**config.mk**
```make
export PLATFORM = sky130hd
export DESIGN_NAME = vector_bitmanip_element_alu_flat
export DESIGN_NICKNAME = d
export VERILOG_FILES = /design/src/hdl/vbalu_pkg.sv /design/src/hdl/vbalu_in_if.sv /design/src/hdl/vbalu_out_if.sv /design/src/hdl/vector_bitmanip_element_alu.sv /design/src/flat_wrapper.sv
export SDC_FILE = /design/constraint.sdc
export NUM_CORES = 2
export LEC_CHECK = 0
export BUFFER_PORTS_ARGS = -buffer_cell sky130_fd_sc_hd__buf_4
export CAP_MARGIN = 10
export CORE_MARGIN = 1
export CORE_UTILIZATION = 40
export DETAILED_ROUTE_END_ITERATION = 16
export PLACE_DENSITY = 0.66
export SLEW_MARGIN = 25
export SYNTH_ARGS = -nofsm -noshare
export SYNTH_HDL_FRONTEND = slang
export SYNTH_SLANG_ARGS = --single-unit
```
**constraint.sdc**
```tcl
create_clock -name clk -period 21.6 [get_ports clk]
set_input_delay 4.32 -clock clk [delete_from_list [all_inputs] [get_ports clk]]
set_output_delay 4.32 -clock clk [all_outputs]
set_load 0.02 [all_outputs]
```
**src/hdl/vbalu_pkg.sv**
```systemverilog
// ----------------------------------------------------------------------------
// vbalu_pkg
// Types, opcode codes and bit helper functions for the vector bit-manipulation
// element ALU.
// ----------------------------------------------------------------------------
`timescale 1ns / 1ps

package vbalu_pkg;

  localparam int unsigned DataW  = 64;
  localparam int unsigned ModeW  = 4;
  localparam int unsigned EwCodeW = 2;
  localparam int unsigned ShAmtW = 6;

  typedef logic [DataW-1:0] data_t;

  typedef enum logic [ModeW-1:0] {
    MODE_ANDN  = 4'd0,
    MODE_BREV8 = 4'd1,
    MODE_REV8  = 4'd2,
    MODE_ROL   = 4'd3,
    MODE_ROR   = 4'd4,
    MODE_BREV  = 4'd5,
    MODE_CLZ   = 4'd6,
    MODE_CTZ   = 4'd7,
    MODE_CPOP  = 4'd8,
    MODE_WSLL  = 4'd9
  } mode_t;

  typedef enum logic [EwCodeW-1:0] {
    EW_8  = 2'd0,
    EW_16 = 2'd1,
    EW_32 = 2'd2,
    EW_64 = 2'd3
  } ew_t;

  // Full 64-bit bit reverse.
  function automatic data_t rev_bits(input data_t x);
    data_t r;
    for (int i = 0; i < DataW; i++) begin
      r[i] = x[DataW-1-i];
    end
    return r;
  endfunction

  // Reverse bit order inside every byte.
  function automatic data_t rev_bits_in_bytes(input data_t x);
    data_t r;
    for (int k = 0; k < DataW / 8; k++) begin
      for (int i = 0; i < 8; i++) begin
        r[8*k+i] = x[8*k+7-i];
      end
    end
    return r;
  endfunction

  // Full 64-bit byte swap.
  function automatic data_t swap_bytes(input data_t x);
    data_t r;
    for (int k = 0; k < DataW / 8; k++) begin
      r[8*k +: 8] = x[DataW-8-8*k +: 8];
    end
    return r;
  endfunction

  // Leading zero count over 64 bits, 0..64, by halving in six steps.
  function automatic logic [ShAmtW:0] lzc64(input data_t x);
    logic [ShAmtW:0] n;
    data_t v;
    n = '0;
    v = x;
    if (v == '0) begin
      n = (ShAmtW+1)'(DataW);
    end else begin
      if (v[63:32] == '0) begin n = n + 7'd32; v = v << 32; end
      if (v[63:48] == '0) begin n = n + 7'd16; v = v << 16; end
      if (v[63:56] == '0) begin n = n + 7'd8;  v = v << 8;  end
      if (v[63:60] == '0) begin n = n + 7'd4;  v = v << 4;  end
      if (v[63:62] == '0) begin n = n + 7'd2;  v = v << 2;  end
      if (v[63] == 1'b0)  begin n = n + 7'd1; end
    end
    return n;
  endfunction

  // Population count: per-byte sums, then a short add of eight bytes.
  function automatic logic [ShAmtW:0] popcnt64(input data_t x);
    logic [3:0] byte_cnt [DataW/8];
    logic [ShAmtW:0] total;
    total = '0;
    for (int k = 0; k < DataW / 8; k++) begin
      byte_cnt[k] = '0;
      for (int i = 0; i < 8; i++) begin
        byte_cnt[k] = byte_cnt[k] + {3'b000, x[8*k+i]};
      end
    end
    for (int k = 0; k < DataW / 8; k++) begin
      total = total + {3'b000, byte_cnt[k]};
    end
    return total;
  endfunction

endpackage

```
**src/hdl/vbalu_in_if.sv**
```systemverilog
// ----------------------------------------------------------------------------
// vbalu_in_if
// Request channel: opcode and two source elements, valid/ready handshake.
// ----------------------------------------------------------------------------
`timescale 1ns / 1ps

interface vbalu_in_if;
  logic        valid;
  logic        ready;
  logic [3:0]  mode;
  logic [63:0] operand_a;
  logic [63:0] operand_b;

  modport source (output valid, output mode, output operand_a, output operand_b,
                  input ready);
  modport sink   (input valid, input mode, input operand_a, input operand_b,
                  output ready);
endinterface

```
**src/hdl/vbalu_out_if.sv**
```systemverilog
// ----------------------------------------------------------------------------
// vbalu_out_if
// Result channel: result element and illegal flag, valid/ready handshake.
// ----------------------------------------------------------------------------
`timescale 1ns / 1ps

interface vbalu_out_if;
  logic        valid;
  logic        ready;
  logic [63:0] result;
  logic        illegal;

  modport source (output valid, output result, output illegal, input ready);
  modport sink   (input valid, input result, input illegal, output ready);
endinterface

```
**src/hdl/vector_bitmanip_element_alu.sv**
```systemverilog
// ----------------------------------------------------------------------------
// vector_bitmanip_element_alu
// Per-element ALU for vector bit-manipulation ops (andn, brev8, rev8, rol,
// ror, brev, clz, ctz, cpop, wsll).
//
// Usage:
//   in_chan  - request: mode, operand_a (vs2), operand_b (vs1), valid/ready.
//   out_chan - result: zero-extended result and illegal flag, valid/ready.
//   cfg_we/cfg_wdata - element width code (0=8, 1=16, 2=32, 3=64 bits).
//     Write only while no request is in flight.
// Path: a request accepted on in_chan passes the input register, one pass
//   of logic and the result register before it is shown on out_chan.
// Throughput: one request per cycle while out_chan.ready stays high, set by
//   the two-stage register pipeline; every op is a single combinational
//   pass between the registers.
// Reset: synchronous, rst_n low clears both stage valid flags and sets the
//   element width to 8 bits. No clearing pass is needed.
// Stall: when out_chan.ready is low, the result register holds; the input
//   register still takes one more request, then in_chan.ready drops until
//   the result drains.
// ----------------------------------------------------------------------------
`timescale 1ns / 1ps

module vector_bitmanip_element_alu (
  input  logic                      clk,
  input  logic                      rst_n,
  vbalu_in_if.sink                  in_chan,
  vbalu_out_if.source               out_chan,
  input  logic                      cfg_we,
  input  logic [vbalu_pkg::EwCodeW-1:0] cfg_wdata
);
  import vbalu_pkg::*;

  // configuration
  ew_t ew_r;

  // stage 1: input register
  logic       s1_valid_r;
  logic [3:0] s1_mode_r;
  data_t      s1_a_r;
  data_t      s1_b_r;

  // stage 2: result register
  logic       s2_valid_r;
  data_t      s2_result_r;
  logic       s2_illegal_r;

  logic  in_fire;
  logic  s2_room;
  logic  s2_load;

  data_t wmask;
  data_t wmask2;
  data_t a_m;
  data_t b_m;
  data_t rep;
  logic [ShAmtW-1:0] rot_amt;
  logic [ShAmtW-1:0] wsl_amt;
  logic [ShAmtW:0]   lz_adj;
  logic [ShAmtW:0]   w_val;
  logic [ShAmtW:0]   lzc_a;
  logic [ShAmtW:0]   tzc_a;
  logic [2*DataW-1:0] rep2;
  data_t rol_v;
  data_t ror_v;
  data_t brev_full;
  data_t rev8_full;
  data_t result_nxt;
  logic  illegal_nxt;

  // ---------------------------------------------------------------------------
  // handshake
  assign s2_room     = !s2_valid_r || out_chan.ready;
  assign s2_load     = s1_valid_r && s2_room;
  assign in_chan.ready = !s1_valid_r || s2_room;
  assign in_fire     = in_chan.valid && in_chan.ready;

  assign out_chan.valid   = s2_valid_r;
  assign out_chan.result  = s2_result_r;
  assign out_chan.illegal = s2_illegal_r;

  // ---------------------------------------------------------------------------
  // width-dependent helpers
  always_comb begin
    unique case (ew_r)
      EW_8: begin
        wmask  = 64'h0000_0000_0000_00FF;
        wmask2 = 64'h0000_0000_0000_FFFF;
        lz_adj = 7'd56;
        w_val  = 7'd8;
        rot_amt = {3'b000, s1_b_r[2:0]};
        wsl_amt = {2'b00, s1_b_r[3:0]};
        rep    = {8{s1_a_r[7:0]}};
      end
      EW_16: begin
        wmask  = 64'h0000_0000_0000_FFFF;
        wmask2 = 64'h0000_0000_FFFF_FFFF;
        lz_adj = 7'd48;
        w_val  = 7'd16;
        rot_amt = {2'b00, s1_b_r[3:0]};
        wsl_amt = {1'b0, s1_b_r[4:0]};
        rep    = {4{s1_a_r[15:0]}};
      end
      EW_32: begin
        wmask  = 64'h0000_0000_FFFF_FFFF;
        wmask2 = 64'hFFFF_FFFF_FFFF_FFFF;
        lz_adj = 7'd32;
        w_val  = 7'd32;
        rot_amt = {1'b0, s1_b_r[4:0]};
        wsl_amt = s1_b_r[5:0];
        rep    = {2{s1_a_r[31:0]}};
      end
      default: begin
        wmask  = 64'hFFFF_FFFF_FFFF_FFFF;
        wmask2 = 64'hFFFF_FFFF_FFFF_FFFF;
        lz_adj = 7'd0;
        w_val  = 7'd64;
        rot_amt = s1_b_r[5:0];
        wsl_amt = s1_b_r[5:0];
        rep    = s1_a_r;
      end
    endcase
  end

  assign a_m = s1_a_r & wmask;
  assign b_m = s1_b_r & wmask;

  // rep repeats the element across 64 bits, so a 64-bit rotate of rep
  // equals a w-bit rotate in its low w bits.
  assign rep2  = {rep, rep};
  assign rol_v = 64'((rep2 << rot_amt) >> DataW);
  assign ror_v = 64'(rep2 >> rot_amt);

  assign brev_full = rev_bits(a_m);
  assign rev8_full = swap_bytes(a_m);
  assign lzc_a     = lzc64(a_m);
  assign tzc_a     = lzc64(brev_full);

  // ---------------------------------------------------------------------------
  // element op
  always_comb begin
    result_nxt  = '0;
    illegal_nxt = 1'b0;
    unique case (s1_mode_r)
      MODE_ANDN:  result_nxt = a_m & ~b_m;
      MODE_BREV8: result_nxt = rev_bits_in_bytes(a_m) & wmask;
      MODE_REV8:  result_nxt = rev8_full >> lz_adj;
      MODE_ROL:   result_nxt = rol_v & wmask;
      MODE_ROR:   result_nxt = ror_v & wmask;
      MODE_BREV:  result_nxt = brev_full >> lz_adj;
      MODE_CLZ:   result_nxt = {57'd0, 7'(lzc_a - lz_adj)};
      // zero element: ctz over 64 bits gives 64, clip to element width
      MODE_CTZ:   result_nxt = {57'd0, (tzc_a > w_val) ? w_val : tzc_a};
      MODE_CPOP:  result_nxt = {57'd0, popcnt64(a_m)};
      MODE_WSLL: begin
        if (ew_r == EW_64) begin
          illegal_nxt = 1'b1;
        end else begin
          result_nxt = (a_m << wsl_amt) & wmask2;
        end
      end
      default:    illegal_nxt = 1'b1;
    endcase
  end

  // ---------------------------------------------------------------------------
  // registers
  always_ff @(posedge clk) begin
    if (!rst_n) begin
      ew_r       <= EW_8;
      s1_valid_r <= 1'b0;
      s2_valid_r <= 1'b0;
    end else begin
      if (cfg_we) begin
        ew_r <= ew_t'(cfg_wdata);
      end
      if (in_fire) begin
        s1_valid_r <= 1'b1;
      end else if (s2_room) begin
        s1_valid_r <= 1'b0;
      end
      if (s2_load) begin
        s2_valid_r <= 1'b1;
      end else if (out_chan.ready) begin
        s2_valid_r <= 1'b0;
      end
    end
  end

  always_ff @(posedge clk) begin
    if (in_fire) begin
      s1_mode_r <= in_chan.mode;
      s1_a_r    <= in_chan.operand_a;
      s1_b_r    <= in_chan.operand_b;
    end
    if (s2_load) begin
      s2_result_r  <= result_nxt;
      s2_illegal_r <= illegal_nxt;
    end
  end

  // ---------------------------------------------------------------------------
  // assertions
  a_illegal_zero: assert property (@(posedge clk) disable iff (!rst_n)
    s2_valid_r && s2_illegal_r |-> s2_result_r == '0)
    else $error("illegal request with nonzero result");

  a_ready_when_room: assert property (@(posedge clk) disable iff (!rst_n)
    (!s1_valid_r || !s2_valid_r || out_chan.ready) |-> in_chan.ready)
    else $error("input stalled while pipeline can advance");

  a_s1_to_s2: assert property (@(posedge clk) disable iff (!rst_n)
    s1_valid_r && s2_room |=> s2_valid_r)
    else $error("stage 1 request lost on advance");

  a_no_drop: assert property (@(posedge clk) disable iff (!rst_n)
    s1_valid_r && !s2_room |=> s1_valid_r && $stable(s1_a_r))
    else $error("stage 1 request dropped under stall");

  a_byte_width: assert property (@(posedge clk) disable iff (!rst_n)
    s1_valid_r && ew_r == EW_8 && s1_mode_r != MODE_WSLL |-> result_nxt[63:8] == '0)
    else $error("8-bit result not zero-extended");

endmodule
```
**src/flat_wrapper.sv**
```systemverilog
// flat-port wrapper written by rule: the top's interface ports become plain ports
module vector_bitmanip_element_alu_flat import vbalu_pkg::*;
  (clk, rst_n, cfg_we, cfg_wdata, in_chan_valid, in_chan_mode, in_chan_operand_a, in_chan_operand_b, in_chan_ready, out_chan_valid, out_chan_result, out_chan_illegal, out_chan_ready);
  vbalu_in_if in_chan_i ();
  vbalu_out_if out_chan_i ();
  input  logic clk;
  input  logic rst_n;
  input  logic cfg_we;
  input  logic [vbalu_pkg::EwCodeW-1:0] cfg_wdata;
  input wire logic [$bits(in_chan_i.valid)-1:0] in_chan_valid;
  input wire logic [$bits(in_chan_i.mode)-1:0] in_chan_mode;
  input wire logic [$bits(in_chan_i.operand_a)-1:0] in_chan_operand_a;
  input wire logic [$bits(in_chan_i.operand_b)-1:0] in_chan_operand_b;
  output wire logic [$bits(in_chan_i.ready)-1:0] in_chan_ready;
  output wire logic [$bits(out_chan_i.valid)-1:0] out_chan_valid;
  output wire logic [$bits(out_chan_i.result)-1:0] out_chan_result;
  output wire logic [$bits(out_chan_i.illegal)-1:0] out_chan_illegal;
  input wire logic [$bits(out_chan_i.ready)-1:0] out_chan_ready;
  assign in_chan_i.valid = in_chan_valid;
  assign in_chan_i.mode = in_chan_mode;
  assign in_chan_i.operand_a = in_chan_operand_a;
  assign in_chan_i.operand_b = in_chan_operand_b;
  assign in_chan_ready = in_chan_i.ready;
  assign out_chan_valid = out_chan_i.valid;
  assign out_chan_result = out_chan_i.result;
  assign out_chan_illegal = out_chan_i.illegal;
  assign out_chan_i.ready = out_chan_ready;
  vector_bitmanip_element_alu u_core (.clk(clk), .rst_n(rst_n), .in_chan(in_chan_i), .out_chan(out_chan_i), .cfg_we(cfg_we), .cfg_wdata(cfg_wdata));
endmodule
```
Word level (Yosys, flattened, before mapping):

Index checks and enable logic that the tools add are counted.

* logic and storage cells: 191
* input bits: 139
* output and inout bits: 67
* register bits after elaboration: 201

* equality and inequality tests: 12
* $lt $le $gt $ge: 1
* reduce and logical (&&, ||, !) cells: 23
* shift operators: 5
* multiplexer cells: 60
* bitwise gates (word level): 8
* $add $sub $neg: 74

Operator list (number)
* two-way mux 64 bit: 21
* case mux 64 bit (10 select lines): 1
* AND 64 bit: 7
* case mux 64 bit (3 select lines): 2
* adder 4 x 1 -> 4 bit: 48
* two-way mux 7 bit: 23
* zero test 64 bit: 2
* case mux 64 bit (2 select lines): 1
* left shift 128 x 6 -> 128 bit: 1
* right shift 128 x 6 -> 64 bit: 1
* right shift 64 x 6 -> 64 bit: 2
* zero test 32 bit: 2
* inverter 64 bit: 1
* left shift 64 x 6 -> 64 bit: 1
* adder 7 x 4 -> 7 bit: 6
* case mux 6 bit (3 select lines): 2
* zero test 16 bit: 2
* case mux 7 bit (3 select lines): 1
* adder 1 x 1 -> 2 bit: 8
* equality test 4 x 3 -> 1 bit, second input constant: 4
* zero test 8 bit: 2
* adder 7 x 1 -> 7 bit, second input constant: 2
* adder 7 x 2 -> 7 bit, second input constant: 2
* adder 7 x 3 -> 7 bit, second input constant: 2
* 21 further kinds: 39

Logic depth before layout (Yosys ltp):

* depth after elaboration: 24
* gate-level depth with buffers: 34
* mapped depth without buffers: 32

Least setup slack after synthesis:

OpenSTA, ideal clock, no wires.

* kind: in2out
* start point: input out_chan_ready
* end point: output in_chan_ready
* slack: 12589 ps
* path buffers: 0
* data arrival time: 4691 ps
* data required time: 17280 ps
* cell stages on the path: 2
* path through: nor2b_1 nand2_1

* longest elaborated chain between the ends: 2

Ends and longest elaborated chain
* from (decl): line flat_wrapper.sv:18 `input wire logic [$bits(out_chan_i.ready)-1:0] out_chan_ready;`
* logical OR 1 bit: line vector_bitmanip_element_alu.sv:73 `assign s2_room = !s2_valid_r || out_chan.ready;`
* logical OR 1 bit: line vector_bitmanip_element_alu.sv:75 `assign in_chan.ready = !s1_valid_r || s2_room;`
* to (decl): line flat_wrapper.sv:14 `output wire logic [$bits(in_chan_i.ready)-1:0] in_chan_ready;`

Every way passes these cells.

Final worst setup path:

* start point: register u_core.ew_r[1]
* end point: register u_core.s2_result_r[6], in the netlist u_core.out_chan.result[6], data pin

* longest elaborated chain between the ends: 24
* elaborated cells between the ends (all ways): 146
* classes of those cells: add/sub (67); order compare (1); eq/ne (3); shift (5); mux (53); bitwise (4); reduce/logical (13)

Ends and longest elaborated chain
* from (decl): line vector_bitmanip_element_alu.sv:35 `ew_t ew_r;`
* from (signal assigned): line vector_bitmanip_element_alu.sv:175 `ew_r <= ew_t'(cfg_wdata);`
* branches (longest 23 deep; another with adder 7 x 4 -> 7 bit)
* case mux 64 bit (10 select lines) (*): line vector_bitmanip_element_alu.sv:144 `unique case (s1_mode_r)`
* via u_core.result_nxt[6]: line vector_bitmanip_element_alu.sv:68 `data_t result_nxt;`
* to (signal assigned): line vector_bitmanip_element_alu.sv:197 `s2_result_r <= result_nxt;`
* to (decl): line vector_bitmanip_element_alu.sv:45 `data_t s2_result_r;`

Mark *: on every way through the listed nets, which the timed path passes. The select of a mux whose other input is x is not followed.
A chain may end at the register's enable or synchronous reset.

==> summary.txt <==
Synth
  – Post-synthesis cell type with the largest combined area: edfxtp_1
  – Share of flip-flops with an asynchronous set or reset: 0
  – Netlist Area Pre-Place: 29000 sq um
  – Leading post-synthesis cells by cell area: edfxtp_1 20%, mux4_2 13%, mux2i_1 11%
  – Proportion of netlist area held by the largest area contributor: 0.204
  – Gate Count Post-Synth: between 3000 and 4000
  – Syn nets: between 3000 and 4000
  – Avg Inst Size Synth: 8.59 sq um
  – Primary flip-flop cell chosen by synthesis mapping: edfxtp_1
  – Number of distinct standard cells referenced by the synthesized netlist: 97
  – Number of warning messages in the yosys log: 0
  – Number of synthesized register bits: about 200
  – Post-synth EDFFs: 197
  – Share of the yosys chip area belonging to registers: 0.207

Floorplan
  – Floorplan row count: 98
  – Number of top-level pins: 206
  – Total die area: 73500 sq um
  – Die Ht: roughly 270 um
  – Starting density of the core: 0.405
  – Die X-Extent: 271 um
  – Placeable core region: 71600 sq um

Global route
  – Pin count of the biggest net entering global routing: approximately 150
  – Total congestion overflow after global routing: 0
  – Initial antenna violation count: 21
  – Vias in the first global route: 29200
  – First-pass GRT wire length: 255000 um
  – Total routing resource utilization after global routing: 0.507

Clock network
  – Clock Latency Late Sink: 0.57 ns
  – Post-CTS setup buffers: 0
  – Hold Buf Count CTS: 0
  – Root buffer cell: clkbuf_16
  – TritonCTS Buffers: 23
  – Number of buffers between clock root and the deepest sink: 3
  – CTS clock-pin slew for the worst setup and hold paths: ~0.060 ns
  – H-Tree Depth: 1
  – Clock Sink Count: 201
  – Number of resized instances in the post-cts repair step: 0
  – CTS tree: built

Route
  – Total iterations of the first detailed-routing run: 7
  – Wirelength, routed: 193000 um
  – DRC violations left: 0
  – Initial drt markers: 6363
  – Number of vias per cell: 7.51
  – DR vias: 32800
  – Post-DRT Antenna Nets: 0
  – Wirelength per Cell: 44.3 um

STA
  – Fmax achieved: 104 MHz
  – Setup total negative slack: 0 ns
  – Final Critical Period: 9.65 ns
  – Headroom to the max-slew limit: 0.129
  – Period utilisation layout: 0.447
  – Final setup violating endpoints: 0
  – Count of endpoints failing hold in the final timing report: 0
  – Final-layout worst hold slack: ~0.54 ns
  – Worst-Margin Slew: 1.29 ns
  – Number of max-slew violations in the final report: 0
  – Final clock skew: roughly 0.014 ns
  – Setup repair after global routing missed its margin: false

Worst setup path
  – Delay of the slowest cell on the worst path: slightly below 0.7 ns
  – Worst setup EP type: flop
  – Worst path required time: 21.88 ns
  – Class of the most critical setup path: reg -> reg
  – Worst reg2reg path startpoint: u_core.ew_r[1]
  – CP max stage cell: or2_2
  – Critical path arrival: 9.94 ns
  – Number of cells on the worst reg-to-reg path: 31
  – Dominant cell type by count on the critical path: fa_1
  – Startpoint kind of the worst setup timing path: flop
  – Launching element of the worst setup path: u_core.ew_r[1]
  – CP max FO: 22

Layout
  – Post-layout nets: 3634
  – Leading cell types in the layout, fill and taps excluded: 386 x nand2_1, 321 x mux2i_1, 318 x buf_4, 278 x nor2_1, 265 x o21ai_0
  – Fraction of layout instances using a drive strength above 1: 0.215
  – Area growth, synth to finish: 10.7%
  – Final core area utilization: 0.448
  – Most common cell after layout, fill and taps aside: nand2_1

Placed design
  – Half-perimeter wire length after placement: about 150000 um
  – IO buf count: 205
  – Final RePlAce weighted congestion: approximately 1.2

Outcome
  – Run status: finished, final reports clean

Power
  – Total power of the final layout: roughly 1800 uW
  – IR drop worst, VDD: 70.7 uV
  – Power density relative to cell area: 56.3 nW/um^2
  – Static leakage: ~0.012 uW

Hold path
  – Hold path startpoint: u_core.s1_valid_r
  – Class of the most critical hold timing path: reg -> reg
  – Cells on Worst Hold Path: 1

Flow run
  – Max-Cap Viols: 0
[final cells by class]
cell class / count / area, sq um
Timing Repair Buffer: 323 / 2470
Antenna cell: 11 / 27.5
Fill cell: 7234 / 39500
Multi-Input combinational cell: 2695 / 21100
Clock buffer: 26 / 587
Inverter: 145 / 554
Tap cell: 950 / 1190
Clock inverter: 15 / 111
Sequential cell: 201 / 6000
[stage by stage]
| stage | cells | cell area [sq um] | worst slack (ns) |
|---|---|---|---|
| detailed placement | 4313 | 31300 | 12.23 |
| global route | 4355 | 32100 | 11.86 |
| floorplan | 3373 | 29000 | 12.59 |
| CTS | 4354 | 32000 | 12.23 |
| finish | 4366 | 32100 | 11.95 |
| global placement | 4312 | 31300 | 12.27 |
[sequential cells by signal (all words and copies together) (netlist names)]
name and flops:
u_core.s1_b_r 64, u_core.out_chan.result 64, u_core.s1_mode_r 4, u_core.ew_r 2, u_core.out_chan.illegal 1, u_core.s1_valid_r 1, u_core.out_chan.valid 1, u_core.s1_a_r 64
[final timing paths]
path	end	slack, ns
max reg2reg	u_core.out_chan.result[6]	11.95
max	u_core.out_chan.result[6]	11.95
min reg2reg	u_core.out_chan.valid	0.54
min	u_core.out_chan.valid	0.54
[cells by family (layout without fill, tap and decap cells)]
group / count (synthesis) / after routing / synth area share
AO/OA/AOI/OAI: 1012 / 1012 / 0.228
AND/OR/NAND/NOR: 950 / 950 / 0.146
XOR/XNOR: 16 / 16 / 0.00484
adder cells (fa/ha/maj): 106 / 106 / 0.0593
other: 0 / 11 / 0
multiplexers: 611 / 611 / 0.287
flip-flops: 201 / 201 / 0.207
buffers and inverters: 477 / 509 / 0.0679
[routing by layer]
layer,track usage,routed length [um]
met5,0,263
met1,0.652,71500
met2,0.686,74400
met4,0.312,16000
met3,0.231,31000
[power breakdown]
| part | switching (uW) | internal, uW |
|---|---|---|
| registers | 30.6 | 455 |
| logic | 634 | 309 |
| clock network | 171 | 207 |
[cell usage after synthesis (all sizes together), types with 7 or more instances]
master	instances
a211oi	62
nand2	393
a21o	22
inv	141
or2	9
nand4	17
a211o	13
ha	54
or3	14
a21oi	238
nor2b	21
a31oi	47
fa	52
mux2	127
o21ai	274
a22oi	16
a221o	8
clkbuf	224
a221oi	39
o311ai	7
edfxtp	197
nand2b	14
nor2	285
nor3b	11
o2111ai	10
and2	24
o32ai	31
o221ai	33
a21boi	9
nor3	54
buf	108
and3	30
o22ai	29
o21a	25
o211ai	65
mux2i	321
nand3	54
mux4	163
nor4	11
a31o	10
xnor2	11
o31ai	12
[worst max-delay path, delay by kind of cell, from the launching register on]
family / cells / cell delay (ns)
AOI/OAI and AO/OA: 8 / 1.66
DFF: 1 / 0.62
xor gates and xnor gates: 2 / 0.23
buffers and inverters: 7 / 0.59
adders and majority gates: 11 / 5.07
and+or+nand+nor: 3 / 1.16
Note: power is estimated with default switching activity, not from simulation.
